`src/rtl/ilfd_pkg.sv`:
```
// ----------------------------------------------------------------------------
// ilfd_pkg
// Shared types and constants of the inductive line follow PWM drive.
// ----------------------------------------------------------------------------
`default_nettype none

package ilfd_pkg;

    // duty and register widths
    localparam int DUTY_W   = 7;
    localparam int CFG_W    = 7;
    localparam int CFG_IDX_W = 2;
    localparam int CODE_W   = 10;
    localparam int STEP_W   = $clog2(DUTY_W);

    // register indexes
    localparam logic [CFG_IDX_W-1:0] REG_TRACK_MODE = 2'd0;
    localparam logic [CFG_IDX_W-1:0] REG_FULL_SCALE = 2'd1;
    localparam logic [CFG_IDX_W-1:0] REG_PWM_TOP    = 2'd2;

    // register reset values
    localparam logic [1:0]        TRACK_MODE_RST = 2'd0;
    localparam logic [DUTY_W-1:0] FULL_SCALE_RST = 7'd75;
    localparam logic [DUTY_W-1:0] PWM_TOP_RST    = 7'd100;

    // track modes
    localparam logic [1:0] MODE_FWD_FRONT  = 2'd0;
    localparam logic [1:0] MODE_BACK_REAR  = 2'd1;
    localparam logic [1:0] MODE_FWD_REAR   = 2'd2;
    localparam logic [1:0] MODE_BACK_FRONT = 2'd3;

    // opcodes
    localparam logic OP_TICK   = 1'b0;
    localparam logic OP_SAMPLE = 1'b1;

    // duty code of a channel that is always off (-1)
    localparam logic [DUTY_W:0] DUTY_OFF = 8'hFF;

    typedef struct packed {
        logic              opcode;
        logic [CODE_W-1:0] front_left;
        logic [CODE_W-1:0] front_right;
        logic [CODE_W-1:0] rear_left;
        logic [CODE_W-1:0] rear_right;
    } in_beat_t;

    typedef struct packed {
        logic left_a_pin;
        logic left_b_pin;
        logic right_a_pin;
        logic right_b_pin;
    } out_beat_t;

    // result of the share unit
    typedef struct packed {
        logic              done;
        logic              zero;
        logic [DUTY_W-1:0] share_a;
        logic [DUTY_W-1:0] share_b;
    } share_res_t;

    typedef enum logic [1:0] {
        T_IDLE,
        T_CALC,
        T_EMIT
    } top_state_t;

    typedef enum logic [2:0] {
        U_IDLE,
        U_SQ_A,
        U_SQ_B,
        U_MUL_B,
        U_DIV_B,
        U_MUL_A,
        U_DIV_A
    } unit_state_t;

endpackage

`default_nettype wire

```
`src/rtl/ilfd_share_unit.sv`:
```
// ----------------------------------------------------------------------------
// ilfd_share_unit
// Computes floor(fs*b^2/(a^2+b^2)) and floor(fs*a^2/(a^2+b^2)) with one
// shared multiplier and one shared compare/subtract, restoring division.
// ----------------------------------------------------------------------------
`default_nettype none

module ilfd_share_unit #(
    parameter int SAMPLE_W = 10
) (
    input  wire logic                        aclk,
    input  wire logic                        aresetn,
    input  wire logic                        start,
    input  wire logic [SAMPLE_W-1:0]         a_in,
    input  wire logic [SAMPLE_W-1:0]         b_in,
    input  wire logic [ilfd_pkg::DUTY_W-1:0] fs_in,
    output ilfd_pkg::share_res_t             res
);
    import ilfd_pkg::*;

    localparam int SQ_W   = 2 * SAMPLE_W;
    localparam int SUM_W  = SQ_W + 1;
    localparam int PW     = SQ_W + DUTY_W;
    localparam int PROD_W = SQ_W + SAMPLE_W;
    localparam logic [STEP_W-1:0] LAST_STEP = STEP_W'(DUTY_W - 1);

    unit_state_t         state_reg, state_next;
    logic [SAMPLE_W-1:0] a_reg, a_next;
    logic [SAMPLE_W-1:0] b_reg, b_next;
    logic [DUTY_W-1:0]   fs_reg, fs_next;
    logic [SQ_W-1:0]     sa_reg, sa_next;
    logic [SQ_W-1:0]     sb_reg, sb_next;
    logic [SUM_W-1:0]    sum_reg, sum_next;
    logic [PW-1:0]       rem_reg, rem_next;
    logic [DUTY_W-1:0]   quo_reg, quo_next;
    logic [DUTY_W-1:0]   share_b_reg, share_b_next;
    logic [STEP_W-1:0]   step_reg, step_next;
    share_res_t          res_reg, res_next;

    // shared multiplier
    logic [SQ_W-1:0]     mul_x;
    logic [SAMPLE_W-1:0] mul_y;
    logic [PROD_W-1:0]   prod;

    // shared compare and subtract
    logic [PW-1:0]       trial;
    logic                ge;
    logic [PW-1:0]       rem_after;
    logic [DUTY_W-1:0]   quo_shift;
    logic [SUM_W-1:0]    sum_calc;

    always_comb begin
        unique case (state_reg)
            U_SQ_A: begin
                mul_x = SQ_W'(a_reg);
                mul_y = a_reg;
            end
            U_SQ_B: begin
                mul_x = SQ_W'(b_reg);
                mul_y = b_reg;
            end
            U_MUL_B: begin
                mul_x = sb_reg;
                mul_y = SAMPLE_W'(fs_reg);
            end
            default: begin
                mul_x = sa_reg;
                mul_y = SAMPLE_W'(fs_reg);
            end
        endcase
    end

    assign prod      = mul_x * mul_y;
    assign trial     = PW'(sum_reg) << step_reg;
    assign ge        = rem_reg >= trial;
    assign rem_after = ge ? rem_reg - trial : rem_reg;
    assign quo_shift = {quo_reg[DUTY_W-2:0], ge};
    assign sum_calc  = SUM_W'(sa_reg) + SUM_W'(prod[SQ_W-1:0]);

    // sequencer
    always_comb begin
        state_next   = state_reg;
        a_next       = a_reg;
        b_next       = b_reg;
        fs_next      = fs_reg;
        sa_next      = sa_reg;
        sb_next      = sb_reg;
        sum_next     = sum_reg;
        rem_next     = rem_reg;
        quo_next     = quo_reg;
        share_b_next = share_b_reg;
        step_next    = step_reg;
        res_next     = res_reg;
        res_next.done = 1'b0;
        unique case (state_reg)
            U_IDLE: begin
                if (start) begin
                    a_next     = a_in;
                    b_next     = b_in;
                    fs_next    = fs_in;
                    state_next = U_SQ_A;
                end
            end
            U_SQ_A: begin
                sa_next    = prod[SQ_W-1:0];
                state_next = U_SQ_B;
            end
            U_SQ_B: begin
                sb_next  = prod[SQ_W-1:0];
                sum_next = sum_calc;
                if (sum_calc == '0) begin
                    res_next.done = 1'b1;
                    res_next.zero = 1'b1;
                    state_next    = U_IDLE;
                end else begin
                    state_next = U_MUL_B;
                end
            end
            U_MUL_B: begin
                rem_next   = prod[PW-1:0];
                quo_next   = '0;
                step_next  = LAST_STEP;
                state_next = U_DIV_B;
            end
            U_DIV_B: begin
                rem_next  = rem_after;
                quo_next  = quo_shift;
                step_next = step_reg - 1'b1;
                if (step_reg == '0) begin
                    share_b_next = quo_shift;
                    state_next   = U_MUL_A;
                end
            end
            U_MUL_A: begin
                rem_next   = prod[PW-1:0];
                quo_next   = '0;
                step_next  = LAST_STEP;
                state_next = U_DIV_A;
            end
            U_DIV_A: begin
                rem_next  = rem_after;
                quo_next  = quo_shift;
                step_next = step_reg - 1'b1;
                if (step_reg == '0) begin
                    res_next.done    = 1'b1;
                    res_next.zero    = 1'b0;
                    res_next.share_a = quo_shift;
                    res_next.share_b = share_b_reg;
                    state_next       = U_IDLE;
                end
            end
            default: state_next = U_IDLE;
        endcase
    end

    // state and result
    always_ff @(posedge aclk) begin
        if (!aresetn) begin
            state_reg <= U_IDLE;
            res_reg   <= '0;
        end else begin
            state_reg <= state_next;
            res_reg   <= res_next;
        end
    end

    // datapath registers
    always_ff @(posedge aclk) begin
        a_reg           <= a_next;
        b_reg           <= b_next;
        fs_reg          <= fs_next;
        sa_reg          <= sa_next;
        sb_reg          <= sb_next;
        sum_reg         <= sum_next;
        rem_reg         <= rem_next;
        quo_reg         <= quo_next;
        share_b_reg     <= share_b_next;
        step_reg        <= step_next;
    end

    assign res = res_reg;

endmodule

`default_nettype wire

```
`src/rtl/inductive_line_follow_pwm_drive.sv`:
```
// ----------------------------------------------------------------------------
// inductive_line_follow_pwm_drive
// Line-following motor drive: sensor pair ratio sets wheel duties, tick beats
// advance the PWM counter, every beat returns the four pin levels.
// ----------------------------------------------------------------------------
// tick beat: the counter advances on accept and T_EMIT loads the pin levels
// sample beat: the share unit squares both codes, then runs the shared
//   multiplier and the 7-step restoring divide twice (skipped when both codes
//   are zero); no new beat is taken until T_EMIT has loaded the result
// one beat in flight; a finished result may wait in the output register
// reset (synchronous, aresetn low): counter and duties cleared, registers
//   at their reset values, no result pending
`default_nettype none

module inductive_line_follow_pwm_drive #(
    parameter int SAMPLE_BITS = 10
) (
    input  wire logic                           aclk,
    input  wire logic                           aresetn,
    input  wire logic                           s_valid,
    output logic                                s_ready,
    input  wire ilfd_pkg::in_beat_t             s_data,
    output logic                                m_valid,
    input  wire logic                           m_ready,
    output ilfd_pkg::out_beat_t                 m_data,
    input  wire logic                           cfg_we,
    input  wire logic [ilfd_pkg::CFG_IDX_W-1:0] cfg_index,
    input  wire logic [ilfd_pkg::CFG_W-1:0]     cfg_wdata
);
    import ilfd_pkg::*;

    // codes wider than the input field keep all of its bits
    localparam int EFF_W = (SAMPLE_BITS < CODE_W) ? SAMPLE_BITS : CODE_W;

    top_state_t        state_reg, state_next;
    logic [1:0]        track_mode_reg;
    logic [DUTY_W-1:0] full_scale_reg;
    logic [DUTY_W-1:0] pwm_top_reg;
    logic [DUTY_W-1:0] cnt_reg, cnt_next;
    logic [DUTY_W:0]   duty_reg [4];
    logic [DUTY_W:0]   duty_next [4];
    logic              m_valid_reg, m_valid_next;
    out_beat_t         m_data_reg;
    out_beat_t         pins;
    logic              load_out;

    logic              in_beat;
    logic              start;
    logic              use_rear;
    logic              backward;
    logic [EFF_W-1:0]  code_a;
    logic [EFF_W-1:0]  code_b;
    logic [DUTY_W:0]   cnt_inc;
    share_res_t        res;

    assign s_ready  = (state_reg == T_IDLE);
    assign in_beat  = s_valid && s_ready;
    assign start    = in_beat && (s_data.opcode == OP_SAMPLE);
    assign use_rear = (track_mode_reg == MODE_BACK_REAR) || (track_mode_reg == MODE_FWD_REAR);
    assign backward = (track_mode_reg == MODE_BACK_REAR) || (track_mode_reg == MODE_BACK_FRONT);
    assign code_a   = use_rear ? s_data.rear_left[EFF_W-1:0]  : s_data.front_left[EFF_W-1:0];
    assign code_b   = use_rear ? s_data.rear_right[EFF_W-1:0] : s_data.front_right[EFF_W-1:0];
    assign cnt_inc  = {1'b0, cnt_reg} + 1'b1;

    ilfd_share_unit #(
        .SAMPLE_W (EFF_W)
    ) u_share (
        .aclk    (aclk),
        .aresetn (aresetn),
        .start   (start),
        .a_in    (code_a),
        .b_in    (code_b),
        .fs_in   (full_scale_reg),
        .res     (res)
    );

    // pin compare against current counter and duties
    always_comb begin
        pins.left_a_pin  = !duty_reg[0][DUTY_W] && (cnt_reg <= duty_reg[0][DUTY_W-1:0]);
        pins.left_b_pin  = !duty_reg[1][DUTY_W] && (cnt_reg <= duty_reg[1][DUTY_W-1:0]);
        pins.right_a_pin = !duty_reg[2][DUTY_W] && (cnt_reg <= duty_reg[2][DUTY_W-1:0]);
        pins.right_b_pin = !duty_reg[3][DUTY_W] && (cnt_reg <= duty_reg[3][DUTY_W-1:0]);
    end

    // control sequencer
    always_comb begin
        state_next = state_reg;
        cnt_next   = cnt_reg;
        duty_next  = duty_reg;
        load_out   = 1'b0;
        unique case (state_reg)
            T_IDLE: begin
                if (in_beat) begin
                    if (s_data.opcode == OP_TICK) begin
                        cnt_next   = (cnt_inc > {1'b0, pwm_top_reg}) ? '0
                                                                      : cnt_inc[DUTY_W-1:0];
                        state_next = T_EMIT;
                    end else begin
                        state_next = T_CALC;
                    end
                end
            end
            T_CALC: begin
                if (res.done) begin
                    if (res.zero) begin
                        duty_next[0] = DUTY_OFF;
                        duty_next[1] = DUTY_OFF;
                        duty_next[2] = DUTY_OFF;
                        duty_next[3] = DUTY_OFF;
                    end else if (backward) begin
                        duty_next[0] = {1'b0, res.share_b};
                        duty_next[1] = DUTY_OFF;
                        duty_next[2] = DUTY_OFF;
                        duty_next[3] = {1'b0, res.share_a};
                    end else begin
                        duty_next[0] = DUTY_OFF;
                        duty_next[1] = {1'b0, res.share_b};
                        duty_next[2] = {1'b0, res.share_a};
                        duty_next[3] = DUTY_OFF;
                    end
                    state_next = T_EMIT;
                end
            end
            T_EMIT: begin
                if (!m_valid_reg || m_ready) begin
                    load_out   = 1'b1;
                    state_next = T_IDLE;
                end
            end
            default: state_next = T_IDLE;
        endcase
    end

    // output register valid
    always_comb begin
        m_valid_next = m_valid_reg;
        if (load_out) begin
            m_valid_next = 1'b1;
        end else if (m_ready) begin
            m_valid_next = 1'b0;
        end
    end

    // control registers
    always_ff @(posedge aclk) begin
        if (!aresetn) begin
            state_reg   <= T_IDLE;
            cnt_reg     <= '0;
            duty_reg    <= '{default: '0};
            m_valid_reg <= 1'b0;
        end else begin
            state_reg   <= state_next;
            cnt_reg     <= cnt_next;
            duty_reg    <= duty_next;
            m_valid_reg <= m_valid_next;
        end
    end

    // output payload
    always_ff @(posedge aclk) begin
        if (load_out) begin
            m_data_reg <= pins;
        end
    end

    // configuration writes
    always_ff @(posedge aclk) begin
        if (!aresetn) begin
            track_mode_reg <= TRACK_MODE_RST;
            full_scale_reg <= FULL_SCALE_RST;
            pwm_top_reg    <= PWM_TOP_RST;
        end else if (cfg_we) begin
            unique case (cfg_index)
                REG_TRACK_MODE: track_mode_reg <= cfg_wdata[1:0];
                REG_FULL_SCALE: full_scale_reg <= cfg_wdata;
                REG_PWM_TOP:    pwm_top_reg    <= cfg_wdata;
                default: ;
            endcase
        end
    end

    assign m_valid = m_valid_reg;
    assign m_data  = m_data_reg;

endmodule

`default_nettype wire

```
`config.mk`:
```
export PLATFORM = sky130hd
export DESIGN_NAME = inductive_line_follow_pwm_drive
export DESIGN_NICKNAME = d
export VERILOG_FILES = /design/src/rtl/ilfd_pkg.sv /design/src/rtl/ilfd_share_unit.sv /design/src/rtl/inductive_line_follow_pwm_drive.sv
export SDC_FILE = /design/constraint.sdc
export NUM_CORES = 1
export LEC_CHECK = 0
export BUFFER_PORTS_ARGS = -buffer_cell sky130_fd_sc_hd__buf_2
export CORE_UTILIZATION = 45
export DETAILED_ROUTE_END_ITERATION = 8
export PLACE_DENSITY = 0.6
export SETUP_SLACK_MARGIN = 0.2
export SLEW_MARGIN = 20
export SYNTH_ARGS = -nofsm -noshare
export SYNTH_HDL_FRONTEND = slang
export SYNTH_HIERARCHICAL = 1
export SYNTH_SLANG_ARGS = --single-unit
export TNS_END_PERCENT = 10
```
`constraint.sdc`:
```
create_clock -name aclk -period 21.8 [get_ports aclk]
set_clock_uncertainty 0.05 [all_clocks]
set_input_delay 1.09 -clock aclk [delete_from_list [all_inputs] [get_ports aclk]]
set_output_delay 1.09 -clock aclk [all_outputs]
set_load 0.02 [all_outputs]
```
==> metrics.csv <==
metric,value,unit
status,"finished, final reports clean",
arrival,10.30,ns
clk-insertion-delay-late,0.54,ns
multi_input_area,0.0116,mm²
cts-root-buf,clkbuf_16,
detail_route.wirelength,45900,µm
grt_pass1_vias,13900,
crit_fanout,23,
synth.top_cell.area_share,22.5,%
die-area,0.0409,mm²
met3_usage,2.79,%
gr-usage-met1,32.8,%
drc,0,
grt_pass1_wl,75400,µm
yosys-top-cells-area,"edfxtp_1, fa_1, ha_1",
crit_type,reg -> reg,
yosys.area.top_type,edfxtp_1,
drv_cap,0,
largest_reg_flops,30,
antenna_found_initial,0,
cts.sink_count,210,
cts_max_level,1,
vias_per_cell,5.68,
slew_headroom,30.2,%
drv_slew,0,
ctsHoldBuffers,0,
fin_setup_tns,0,ns
fin_crit_sh,45.7,%
busiest_layer,met2,
ys_seq_area_share,30.8,%
synth_edf_count,135,
crit_required,22.14,ns
seq_area,0.00556,mm²
drt-pass1-iter-count,7,
post-route-min-period,9.95,ns
avgSynthCellArea,9.92,µm²
grt_usage,23.2,%
fillCellCount,3685,
setup_violations,0,
fin_ws,11.85,ns
cts_resized,0,
yosysMostFrequentCell,inv_1,
rsz0062_at_grt,false,
first_iter_violations,968,
rows,72,
synth_cell_type_count,75,
cts_buffers,24,
dieWidth,202,µm
grt_util_met2,37.9,%
synthTopCellsByCount,"inv_1, nand2_1, nor2_1",
gp_congestion,0.927,
grt_overflow,0,
dp_hpwl,35600,µm
initial_core_util,46.1,%
area_delta_synth_final,9.81,%
synthCells,1818,
synthesis.area,0.0180,mm²
diodes,0,
clk_path_buf_depth,3,
startpoint_type,register,
hold_class,reg -> reg,
core_area,0.0391,mm²
fmax,0.100,GHz
worst_setup_path_end_kind,register,
grt_max_degree,67,
synth_ff_type,edfxtp_1,
hold_viol,0,
die_h,202,µm
pin_count,61,
dp_slack,12.10,ns
num-nets-final,2214,
wl_per_cell,19.0,µm
ant_nets,0,
synthArstFlopShare,0,%
synth-seq-cells,210,
yosysWarnings,6,
worst_pin_slew,1.03,ns
io_buffers,60,
cts_tree,done,
num_vias,13700,
drive_above_1_share,11.4,%
clkSlewWorstSetupHoldPaths,0.06,ns
cts_setup_buffers,0,
cell usage in the layout (no fill, tap or decap), types with 21 or more instances in the layout:
cell type and instances:
a21o_1 36, a21oi_1 74, a22oi_1 23, buf_2 60, buf_4 26, clkbuf_16 24
conb_1 24, dfxtp_1 75, edfxtp_1 135, fa_1 142, ha_1 136, inv_1 196
mux2_2 33, mux2i_1 50, nand2_1 164, nand2b_1 42, nand3_1 21, nor2_1 144
nor2b_1 33, o21ai_0 63, xnor2_1 42
area by class of cell:
type                            count  area share (%)
Clock buffer                       28            3.11
Sequential cell                   210            28.0
Inverter                          197            3.73
Multi-Input combinational cell   1361            58.5
Tap cell                          518            3.27
Timing Repair Buffer               87            2.58
Clock inverter                     16           0.783
worst max-delay path: stages (launching register included):
cell and delay, ns:
dfxtp_1 0.83, inv_1 0.44, nand2_1 0.43, nor2_2 0.05, buf_4 0.25, a22oi_1 0.81, or2_2 0.25, fa_1 0.43
fa_1 0.49, inv_1 0.05, fa_1 0.40, fa_1 0.55, fa_1 0.43, ha_1 0.37, nand2_1 0.09, nand2_1 0.07
o41ai_1 0.65, a211oi_1 0.24, o221ai_1 0.43, xnor2_1 0.25, ha_1 0.27, or4_1 0.46, or4_1 0.42, nor4_1 0.30
nand4bb_1 0.20, nor4b_4 0.45, o21ai_0 0.16
metal layers:
metal  up-vias  routed length (µm)
li1       6524                   -
met5         -                   0
met1      6792               21200
met2       365               21400
met3        49                2480
met4         0                 837
path summary, 6_finish.rpt:
path / start / endpoint / slack [ns] / cells after the start
min reg2reg: full_scale_reg[4] / u_share/fs_reg[4] / 0.39 / 0
max: u_share/state_reg[2] / u_share/state_reg[0] / 11.85 / 26
max reg2reg: u_share/state_reg[2] / u_share/state_reg[0] / 11.85 / 26
min: full_scale_reg[4] / u_share/fs_reg[4] / 0.39 / 0
kinds of logic after synthesis:
kind of cell	synth area share, %
other cells	0.0416
fa+ha+maj	25.2
flops	30.8
simple gates	14.1
xor+xnor	2.91
buf+inv	5.67
mux	6.33
compound gates	14.9
per-stage QoR:
| stage | hold slack [ns] | area (µm²) | cells | util [%] |
|---|---|---|---|---|
| floorplan | 0.358 | 18100 | 1840 | - |
| global placement | 0.364 | 19000 | 2372 | 48.6 |
| detailed placement | 0.370 | 19000 | 2372 | 48.6 |
| CTS | 0.391 | 19800 | 2416 | 50.6 |
| global route | 0.412 | 19800 | 2417 | 50.7 |
| finish | 0.388 | 19800 | 2417 | 50.7 |
Power is not shown: default switching activity piles up to over one toggle a cycle in this logic, so the estimate is an artifact.
